**config.mk**
```make
export PLATFORM = sky130hd
export DESIGN_NAME = software_timer_table_unit
export DESIGN_NICKNAME = d
export VERILOG_FILES = /design/src/hw/rtl/sttu_pkg.sv /design/src/hw/rtl/sttu_slot_mem.sv /design/src/hw/rtl/sttu_out_reg.sv /design/src/hw/rtl/sttu_seq.sv /design/src/hw/rtl/software_timer_table_unit.sv
export SDC_FILE = /design/constraint.sdc
export NUM_CORES = 1
export LEC_CHECK = 0
export BUFFER_PORTS_ARGS = -buffer_cell sky130_fd_sc_hd__buf_2
export CORE_MARGIN = 2
export CORE_UTILIZATION = 45
export CTS_CLUSTER_SIZE = 30
export DETAILED_ROUTE_END_ITERATION = 6
export HOLD_SLACK_MARGIN = 0.03
export PLACE_DENSITY_LB_ADDON = 0.05
export SYNTH_ARGS = -nofsm -noshare
export SYNTH_HDL_FRONTEND = slang
export SYNTH_HIERARCHICAL = 1
export SYNTH_SLANG_ARGS = --single-unit
```
**constraint.sdc**
```tcl
create_clock -name clk -period 6.6 [get_ports clk]
set_input_delay 1.32 -clock clk [delete_from_list [all_inputs] [get_ports clk]]
set_output_delay 1.32 -clock clk [all_outputs]
set_load 0.1 [all_outputs]
```
**src/hw/rtl/sttu_pkg.sv**
```systemverilog
// Package for the software timer table unit.
// Holds request and result codes, default sizes and the result record type.
// Used by sttu_seq, sttu_out_reg and the top level; depends on nothing.
`timescale 1ns / 1ps

package sttu_pkg;

  localparam int SLOTS_DEF    = 8;
  localparam int TAG_BITS_DEF = 16;
  localparam int MAX_RESULTS  = 8;
  localparam int FIRE_CNT_W   = 4;

  localparam logic [1:0] REQ_CREATE  = 2'd0;
  localparam logic [1:0] REQ_DELETE  = 2'd1;
  localparam logic [1:0] REQ_TICK    = 2'd2;
  localparam logic [1:0] REQ_SERVICE = 2'd3;

  localparam logic [2:0] EV_CREATED   = 3'd0;
  localparam logic [2:0] EV_FULL      = 3'd1;
  localparam logic [2:0] EV_DELETED   = 3'd2;
  localparam logic [2:0] EV_NOT_FOUND = 3'd3;
  localparam logic [2:0] EV_TICK_DONE = 3'd4;
  localparam logic [2:0] EV_FIRED     = 3'd5;
  localparam logic [2:0] EV_NONE      = 3'd6;

  typedef struct packed {
    logic [2:0]  event_res;
    logic [5:0]  slot;
    logic [15:0] fired_tag;
    logic        last;
  } res_t;

endpackage

```
**src/hw/rtl/sttu_slot_mem.sv**
```systemverilog
// Slot entry memory of the software timer table unit.
// One write port and one registered read port; depends on nothing.
`timescale 1ns / 1ps

module sttu_slot_mem #(
  parameter int DEPTH = 8,
  parameter int WIDTH = 50,
  parameter int AW    = 3
) (
  input  logic             clk,
  input  logic             we,
  input  logic [AW-1:0]    waddr,
  input  logic [WIDTH-1:0] wdata,
  input  logic [AW-1:0]    raddr,
  output logic [WIDTH-1:0] rdata
);

  logic [WIDTH-1:0] mem [DEPTH];

  always_ff @(posedge clk) begin
    if (we) begin
      mem[waddr] <= wdata;
    end
  end

  always_ff @(posedge clk) begin
    rdata <= mem[raddr];
  end

endmodule

```
**src/hw/rtl/sttu_out_reg.sv**
```systemverilog
// Output register of the software timer table unit.
// Holds one result record until the receiver takes it; uses sttu_pkg.
`timescale 1ns / 1ps

module sttu_out_reg (
  input  logic          clk,
  input  logic          rst,
  input  logic          push,
  input  sttu_pkg::res_t res,
  output logic          ready,
  input  logic          out_stall,
  output logic          out_valid,
  output logic [2:0]    event_res,
  output logic [5:0]    slot,
  output logic [15:0]   fired_tag,
  output logic          last
);

  sttu_pkg::res_t held;

  assign ready = !out_valid || !out_stall;

  always_ff @(posedge clk) begin
    if (rst) begin
      out_valid <= 1'b0;
    end else if (push) begin
      out_valid <= 1'b1;
    end else if (out_valid && !out_stall) begin
      out_valid <= 1'b0;
    end
  end

  always_ff @(posedge clk) begin
    if (push) begin
      held <= res;
    end
  end

  assign event_res = held.event_res;
  assign slot      = held.slot;
  assign fired_tag = held.fired_tag;
  assign last      = held.last;

endmodule

```
**src/hw/rtl/sttu_seq.sv**
```systemverilog
// Request sequencer of the software timer table unit.
// Walks the slots one at a time through the shared compare and decrement
// logic; uses sttu_pkg and drives the ports of sttu_slot_mem.
`timescale 1ns / 1ps

module sttu_seq #(
  parameter int SLOTS    = sttu_pkg::SLOTS_DEF,
  parameter int TAG_BITS = sttu_pkg::TAG_BITS_DEF,
  parameter int IDX_W    = (SLOTS > 1) ? $clog2(SLOTS) : 1,
  parameter int ENT_W    = TAG_BITS + 34
) (
  input  logic             clk,
  input  logic             rst,
  input  logic             in_valid,
  output logic             busy,
  input  logic [1:0]       req_type,
  input  logic [15:0]      tag,
  input  logic [15:0]      period,
  input  logic             periodic,
  input  logic             has_handler,
  output logic             mem_we,
  output logic [IDX_W-1:0] mem_waddr,
  output logic [ENT_W-1:0] mem_wdata,
  output logic [IDX_W-1:0] mem_raddr,
  input  logic [ENT_W-1:0] mem_rdata,
  output sttu_pkg::res_t   res,
  output logic             res_valid,
  input  logic             res_ready
);

  localparam logic [2:0] S_IDLE = 3'd0;
  localparam logic [2:0] S_RD   = 3'd1;
  localparam logic [2:0] S_EV   = 3'd2;
  localparam logic [2:0] S_FIN  = 3'd3;
  localparam logic [2:0] S_EMIT = 3'd4;

  localparam int HH_B  = 0;
  localparam int PER_B = 1;
  localparam int REM_L = 2;
  localparam int PRD_L = 18;
  localparam int TAG_L = 34;

  logic [2:0]          state;
  logic [2:0]          ret_state;
  logic [IDX_W-1:0]    idx;
  logic [SLOTS-1:0]    enabled;
  logic [1:0]          req_r;
  logic [TAG_BITS-1:0] tg_r;
  logic [15:0]         period_r;
  logic                periodic_r;
  logic                hh_r;
  logic                match_f;
  logic [IDX_W-1:0]    match_idx;
  logic                free_f;
  logic [IDX_W-1:0]    free_idx;
  logic                pend_v;
  sttu_pkg::res_t      pend;
  logic [sttu_pkg::FIRE_CNT_W-1:0] nfired;

  logic [TAG_BITS-1:0] rtag;
  logic [15:0]         rrem;
  logic [15:0]         rprd;
  logic                ren;
  logic                hit;
  logic                fire;
  logic                done;
  logic [IDX_W-1:0]    sel_idx;

  assign busy = (state != S_IDLE);

  assign rtag    = mem_rdata[TAG_L +: TAG_BITS];
  assign rprd    = mem_rdata[PRD_L +: 16];
  assign rrem    = mem_rdata[REM_L +: 16];
  assign ren     = enabled[idx];
  assign hit     = ren && (rtag == tg_r);
  assign fire    = (req_r == sttu_pkg::REQ_SERVICE) && ren && (rrem == 16'd0)
                   && mem_rdata[HH_B];
  assign done    = (idx == IDX_W'(SLOTS - 1))
                   || (fire && (nfired == sttu_pkg::FIRE_CNT_W'(sttu_pkg::MAX_RESULTS - 1)));
  assign sel_idx = match_f ? match_idx : free_idx;

  always_comb begin
    mem_we    = 1'b0;
    mem_waddr = idx;
    mem_wdata = mem_rdata;
    mem_raddr = idx;
    case (state)
      S_EV: begin
        if (req_r == sttu_pkg::REQ_TICK && ren && rrem != 16'd0) begin
          mem_we = 1'b1;
          mem_wdata[REM_L +: 16] = rrem - 16'd1;
        end else if (fire && mem_rdata[PER_B]) begin
          mem_we = 1'b1;
          mem_wdata[REM_L +: 16] = rprd;
        end
      end
      S_FIN: begin
        if (req_r == sttu_pkg::REQ_CREATE && (match_f || free_f)) begin
          mem_we    = 1'b1;
          mem_waddr = sel_idx;
          mem_wdata = {tg_r, period_r, period_r, periodic_r, hh_r};
        end
      end
      default: begin
      end
    endcase
  end

  always_ff @(posedge clk) begin
    if (rst) begin
      state     <= S_IDLE;
      enabled   <= '0;
      res_valid <= 1'b0;
    end else begin
      case (state)
        S_IDLE: begin
          if (in_valid) begin
            req_r      <= req_type;
            tg_r       <= TAG_BITS'(tag);
            period_r   <= period;
            periodic_r <= periodic;
            hh_r       <= has_handler;
            idx        <= '0;
            match_f    <= 1'b0;
            free_f     <= 1'b0;
            pend_v     <= 1'b0;
            nfired     <= '0;
            state      <= S_RD;
          end
        end
        S_RD: begin
          state <= S_EV;
        end
        S_EV: begin
          case (req_r)
            sttu_pkg::REQ_CREATE: begin
              if (hit && !match_f) begin
                match_f   <= 1'b1;
                match_idx <= idx;
              end
              if (!ren && !free_f) begin
                free_f   <= 1'b1;
                free_idx <= idx;
              end
            end
            sttu_pkg::REQ_DELETE: begin
              if (hit && !match_f) begin
                match_f      <= 1'b1;
                match_idx    <= idx;
                enabled[idx] <= 1'b0;
              end
            end
            sttu_pkg::REQ_SERVICE: begin
              if (fire) begin
                if (!mem_rdata[PER_B]) begin
                  enabled[idx] <= 1'b0;
                end
                nfired <= nfired + 1'b1;
                pend   <= '{event_res: sttu_pkg::EV_FIRED, slot: 6'(idx),
                            fired_tag: 16'(rtag), last: 1'b0};
                pend_v <= 1'b1;
                if (pend_v) begin
                  res       <= pend;
                  res_valid <= 1'b1;
                end
              end
            end
            default: begin
            end
          endcase
          if (!done) begin
            idx <= IDX_W'(idx + 1'b1);
          end
          if (fire && pend_v) begin
            state     <= S_EMIT;
            ret_state <= done ? S_FIN : S_RD;
          end else begin
            state <= done ? S_FIN : S_RD;
          end
        end
        S_FIN: begin
          res.last <= 1'b1;
          case (req_r)
            sttu_pkg::REQ_CREATE: begin
              if (match_f || free_f) begin
                enabled[sel_idx] <= 1'b1;
                res.event_res    <= sttu_pkg::EV_CREATED;
                res.slot         <= 6'(sel_idx);
                res.fired_tag    <= 16'(tg_r);
              end else begin
                res.event_res <= sttu_pkg::EV_FULL;
                res.slot      <= 6'd0;
                res.fired_tag <= 16'd0;
              end
            end
            sttu_pkg::REQ_DELETE: begin
              res.event_res <= match_f ? sttu_pkg::EV_DELETED : sttu_pkg::EV_NOT_FOUND;
              res.slot      <= match_f ? 6'(match_idx) : 6'd0;
              res.fired_tag <= match_f ? 16'(tg_r) : 16'd0;
            end
            sttu_pkg::REQ_TICK: begin
              res.event_res <= sttu_pkg::EV_TICK_DONE;
              res.slot      <= 6'd0;
              res.fired_tag <= 16'd0;
            end
            default: begin
              res.event_res <= pend_v ? pend.event_res : sttu_pkg::EV_NONE;
              res.slot      <= pend_v ? pend.slot : 6'd0;
              res.fired_tag <= pend_v ? pend.fired_tag : 16'd0;
            end
          endcase
          res_valid <= 1'b1;
          ret_state <= S_IDLE;
          state     <= S_EMIT;
        end
        S_EMIT: begin
          if (res_ready) begin
            res_valid <= 1'b0;
            state     <= ret_state;
          end
        end
        default: begin
          state <= S_IDLE;
        end
      endcase
    end
  end

endmodule

```
**src/hw/rtl/software_timer_table_unit.sv**
```systemverilog
// Top level of the software timer table unit.
// Connects sttu_seq, sttu_slot_mem and sttu_out_reg; uses sttu_pkg.
//
// Requests arrive on the input channel (in_valid, in_stall) and results
// leave on the output channel (out_valid, out_stall); a transfer happens at
// a clock edge with valid high and stall low. Create, delete and tick give
// one result each; service gives one result for each fired slot, up to
// eight, or a single "nothing fired" result. The last result of a request
// has last set.
// The block takes one request at a time. A request walks the SLOTS entries
// through the shared compare and update logic, a read state and an
// evaluate state per slot because the slot memory read is registered, then
// a closing state and an emit state that loads the final result into the
// output register; each earlier fire result of a service request has an
// emit state of its own, and a service walk ends once eight slots have fired.
// in_stall is high for that whole time; a new request can be taken while
// the final result of the previous one waits in the output register.
// When out_stall holds a result back, the sequencer waits for the output
// register and the slot walk pauses.
// Synchronous reset disables every slot and empties the output register.
`timescale 1ns / 1ps

module software_timer_table_unit #(
  parameter int SLOTS    = sttu_pkg::SLOTS_DEF,
  parameter int TAG_BITS = sttu_pkg::TAG_BITS_DEF
) (
  input  logic        clk,
  input  logic        rst,
  input  logic        in_valid,
  output logic        in_stall,
  input  logic [1:0]  req_type,
  input  logic [15:0] tag,
  input  logic [15:0] period,
  input  logic        periodic,
  input  logic        has_handler,
  output logic        out_valid,
  input  logic        out_stall,
  output logic [2:0]  event_res,
  output logic [5:0]  slot,
  output logic [15:0] fired_tag,
  output logic        last
);

  localparam int IDX_W = (SLOTS > 1) ? $clog2(SLOTS) : 1;
  localparam int ENT_W = TAG_BITS + 34;

  logic             mem_we;
  logic [IDX_W-1:0] mem_waddr;
  logic [ENT_W-1:0] mem_wdata;
  logic [IDX_W-1:0] mem_raddr;
  logic [ENT_W-1:0] mem_rdata;
  sttu_pkg::res_t   res;
  logic             res_valid;
  logic             res_ready;
  logic             res_push;

  assign res_push = res_valid && res_ready;

  sttu_seq #(
    .SLOTS    (SLOTS),
    .TAG_BITS (TAG_BITS),
    .IDX_W    (IDX_W),
    .ENT_W    (ENT_W)
  ) u_seq (
    .clk         (clk),
    .rst         (rst),
    .in_valid    (in_valid),
    .busy        (in_stall),
    .req_type    (req_type),
    .tag         (tag),
    .period      (period),
    .periodic    (periodic),
    .has_handler (has_handler),
    .mem_we      (mem_we),
    .mem_waddr   (mem_waddr),
    .mem_wdata   (mem_wdata),
    .mem_raddr   (mem_raddr),
    .mem_rdata   (mem_rdata),
    .res         (res),
    .res_valid   (res_valid),
    .res_ready   (res_ready)
  );

  sttu_slot_mem #(
    .DEPTH (SLOTS),
    .WIDTH (ENT_W),
    .AW    (IDX_W)
  ) u_mem (
    .clk   (clk),
    .we    (mem_we),
    .waddr (mem_waddr),
    .wdata (mem_wdata),
    .raddr (mem_raddr),
    .rdata (mem_rdata)
  );

  sttu_out_reg u_out (
    .clk       (clk),
    .rst       (rst),
    .push      (res_push),
    .res       (res),
    .ready     (res_ready),
    .out_stall (out_stall),
    .out_valid (out_valid),
    .event_res (event_res),
    .slot      (slot),
    .fired_tag (fired_tag),
    .last      (last)
  );

  a_push_into_free: assert property (@(posedge clk) disable iff (rst)
    res_push |-> (!out_valid || !out_stall))
    else $error("Result loaded while the output register was still held.");

  a_busy_after_accept: assert property (@(posedge clk) disable iff (rst)
    (in_valid && !in_stall) |=> in_stall)
    else $error("Request transfer did not start a slot walk.");

  a_idle_after_final: assert property (@(posedge clk) disable iff (rst)
    (res_push && res.last) |=> !in_stall)
    else $error("Sequencer did not return to idle after the final result.");

  a_out_follows_push: assert property (@(posedge clk) disable iff (rst)
    res_push |=> out_valid)
    else $error("Loaded result is not presented on the output channel.");

endmodule
```
==> results_dict.tcl <==
set metrics [dict create \
    worst-setup-path-type "register to register" \
    final_cells 2081 \
    cts_made_buffers 60 \
    io_pins 68 \
    crit_fanout 27 \
    layout-drive-gt1-share_pct 18.6 \
    synthDistinctLibCells 69 \
    synthFlopType "edfxtp_1" \
    overflow 0 \
    async_flop_share_pct 0 \
    synthCells 1255 \
    synth_area_per_cell_um2 18.4 \
    maxCapViolations 0 \
    core-area_um2 51000 \
    grt_usage_pct 20.1 \
    synthXorXnorAreaFrac_pct 0.721 \
    clk_pin_slew_worst_paths_ns 0.07 \
    period_needed_ns 4.93 \
    cp-startpoint "u_seq/state[1]" \
    yosys-mux-area-fraction_pct 14.1 \
    root_buffer "clkbuf_16" \
    firstDrtPassIters 5 \
    crit_path_frequent_cell "nand2_1" \
    hold_slack_ns 0.413 \
    hold_depth 0 \
    power.leakage_nw 8.89 \
    synth_area_um2 23100 \
    status "completed" \
    cp-end-kind "register" \
    start_kind "register" \
    drc 0 \
    rr_endpoint "u_mem/mem[6][31]" \
    slowest_delay_ns 0.92 \
    seq_area_frac_synth_pct 73.4 \
    cts_tree "yes" \
    cts.sinks 585 \
    relSlewSlack_pct 21.8 \
    required_ns 6.91 \
    cpLargestDelayFamily "simple AND/OR/NAND/NOR gates" \
    fillers 4145 \
    ant_nets 0 \
    vdd_ir_drop_max_uv 226 \
    rsz0062_at_grt "no" \
    synth_top_family_by_area "multiplexers" \
    synthAdderAreaFrac_pct 0.271 \
    slowest_stage "nor2_4" \
    postCtsSetupRepairBufs 0 \
    ys_warn_count 6 \
    crit_arrival_ns 5.24 \
    gp_congestion 0.836 \
    placedCellCount 1969 \
    slew_viol_final 0 \
    grt_max_degree 60 \
    critical_path_buf_inv_count 3 \
    seqCellArea_um2 16900 \
    synth_top_cells_by_area "edfxtp_1, mux4_1, dfxtp_1, mux2_2, nand2_1" \
    utilization_pct 51.7 \
    antenna_cells 0 \
    multi_input_area_um2 5860 \
    finalNetCount 1396 \
    worstHoldEndpoint "u_out/fired_tag[1]" \
    synth-simple-area-share_pct 5.65 \
    r2r_cells 9 \
    antenna_found_initial 0 \
    rows 83 \
    cts_resized 0 \
    synth_edf_count 522 \
    wl_per_cell_um 25.2 \
    grt_pass1_vias 11800 \
    min_from "u_seq/res[2]" \
    initial_utilization_pct 45.3 \
    setup_tns_ns 0 \
    synth_top_area_cell "edfxtp_1" \
    fin_crit_sh_pct 74.7 \
    hp-class "register to register" \
    max_freq_mhz 203 \
    vias_per_cell 5.62 \
    reg2reg_setup_slack_ns 1.67 \
    skew_ns 0.0276 \
    crit_chain "inv_1 > nor2_1 > nand2_1 > inv_1 > nand2_1 > o21ai_0 > nand2_1 > nor2_4 > buf_12" \
    vias 11700 \
    setup_viol 0 \
    wl_um 52500 \
    htree_levels 2 \
    powerDensity_nw_per_um2 340 \
    area_delta_synth_final_pct 14.1 \
    finalHoldViolCount 0 \
    die_area_um2 53100 \
    chipWidth_um 230 \
    clk_path_buf_depth 3 \
    synth-seq-cells 585 \
    cts_hold_buffers 0 \
    clk_latency_ns 0.62 \
    reg2reg_from "u_seq/state[1]" \
    dp_hpwl_um 32000 \
    grt_pass1_wl_um 78300 \
    port_buffers 67 \
    synth_compound_area_share_pct 4.20 \
    synth_top_area_share_pct 67.9 \
    worstMarginPinSlew_ns 1.15 \
    drtIter0Drc 1022 \
    chipHeight_um 230 \
]
cells in the final DEF (no fill, tap or decap), types with 5 or more instances in the layout:
master / count
a21oi_1: 25
clkinv_2: 11
clkbuf_16: 62
xnor2_1: 16
inv_1: 12
bufinv_16: 10
nand2_1: 140
a22o_1: 25
mux4_1: 100
nor3_1: 16
buf_4: 22
or3_1: 7
o21ai_0: 27
buf_2: 67
mux2i_1: 5
nand3_1: 10
ha_1: 5
mux2_2: 52
dfxtp_1: 63
edfxtp_1: 522
clkbuf_1: 9
nand2b_1: 16
nor2_4: 8
nor2_1: 29
o22ai_1: 5
and2_1: 8
a31oi_1: 6
clkinv_1: 11
nand4_1: 6
a22oi_1: 12
routing by layer:
metal	wire (um)	up-vias	track usage, %
met2	24000	294	30.6
met3	2800	71	3.57
met1	24700	6057	30.3
li1	-	5274	-
met5	0	-	0
met4	981	0	4.76
worst register-to-register path, cell delays in order, from the launching register on:
cell and delay (ns):
dfxtp_1 0.44, inv_1 0.09, nor2_1 0.49, nand2_1 0.60, inv_1 0.66, nand2_1 0.50, o21ai_0 0.35, nand2_1 0.26
nor2_4 0.92, buf_12 0.31
worst max path at each step:
stage,endpoint,slack [ns],depth (start not counted)
global route,u_mem/mem[6][33],1.32,9
floorplan,u_mem/mem[0][0],0.64,8
CTS,u_mem/mem[6][0],1.74,9
finish,u_mem/mem[6][31],1.67,9
detailed placement,u_mem/mem[6][35],1.73,9
global placement,u_mem/mem[6][1],1.86,9
through the flow:
step	cell area (um^2)	setup slack, ns	total power, mW
6_report	26300	1.67	8.95
3_3_place_gp	24300	1.86	5.50
4_1_cts	26300	1.74	9.05
3_5_place_dp	24300	1.73	5.50
5_1_grt	26300	1.32	9.29
2_1_floorplan	23100	0.643	5.16
Yosys cell counts (3+ instances only):
cell type,count
o22ai_1,5
a31oi_1,6
buf_2,5
nand2_1,140
xnor2_1,16
nor4b_1,3
mux2_2,52
and3_1,4
ha_1,5
a21oi_1,25
clkbuf_1,30
edfxtp_1,522
nand3b_1,4
a211oi_1,4
dfxtp_1,63
or2_2,4
buf_6,11
nor3_1,19
nor4_1,4
mux4_1,100
inv_1,12
o21ai_0,27
nand2b_1,16
buf_4,4
nand4_1,6
o21ai_1,3
nor2_1,37
buf_1,9
a41o_1,3
and2_1,8
nor3b_1,3
mux2i_1,5
xor2_1,3
nand3_1,10
nor2b_1,4
or3_1,7
a22oi_1,12
a22o_1,25
a21o_1,3
layout make-up:
class	count	area share (%)
repair buffers	92	2.13
clock inverters	39	1.79
well taps	680	3.23
clock buffers	73	6.12
multi-input cells	599	22.2
flip-flops and latches	585	64.3
inverters	13	0.185
power breakdown:
part | switching (mW) | internal [mW] | total, mW
Sequential | 0.145 | 4.33 | 4.47
Combinational | 0.616 | 0.326 | 0.942
Clock | 1.41 | 2.13 | 3.54
Total | 2.17 | 6.78 | 8.95
logic make-up (layout without fill, tap and decap cells):
group	after synthesis	count (layout)
buf+inv	73	217
flops	585	585
xor+xnor	19	19
other cells	1	3
simple gates	277	277
fa+ha+maj	5	5
compound gates	138	138
mux	157	157
sequential cells by signal, summed over array words and instances, names as in the netlist, 4 cells and up:
signal and cells:
u_mem/mem 400, u_mem/rdata 50, u_seq/res 23, u_seq/pend 19
u_out/fired_tag 16, u_seq/period_r 16, u_seq/tg_r 16, u_seq/enabled 8
u_out/slot 6, u_seq/nfired 4
(Power assumes the default switching activity.)
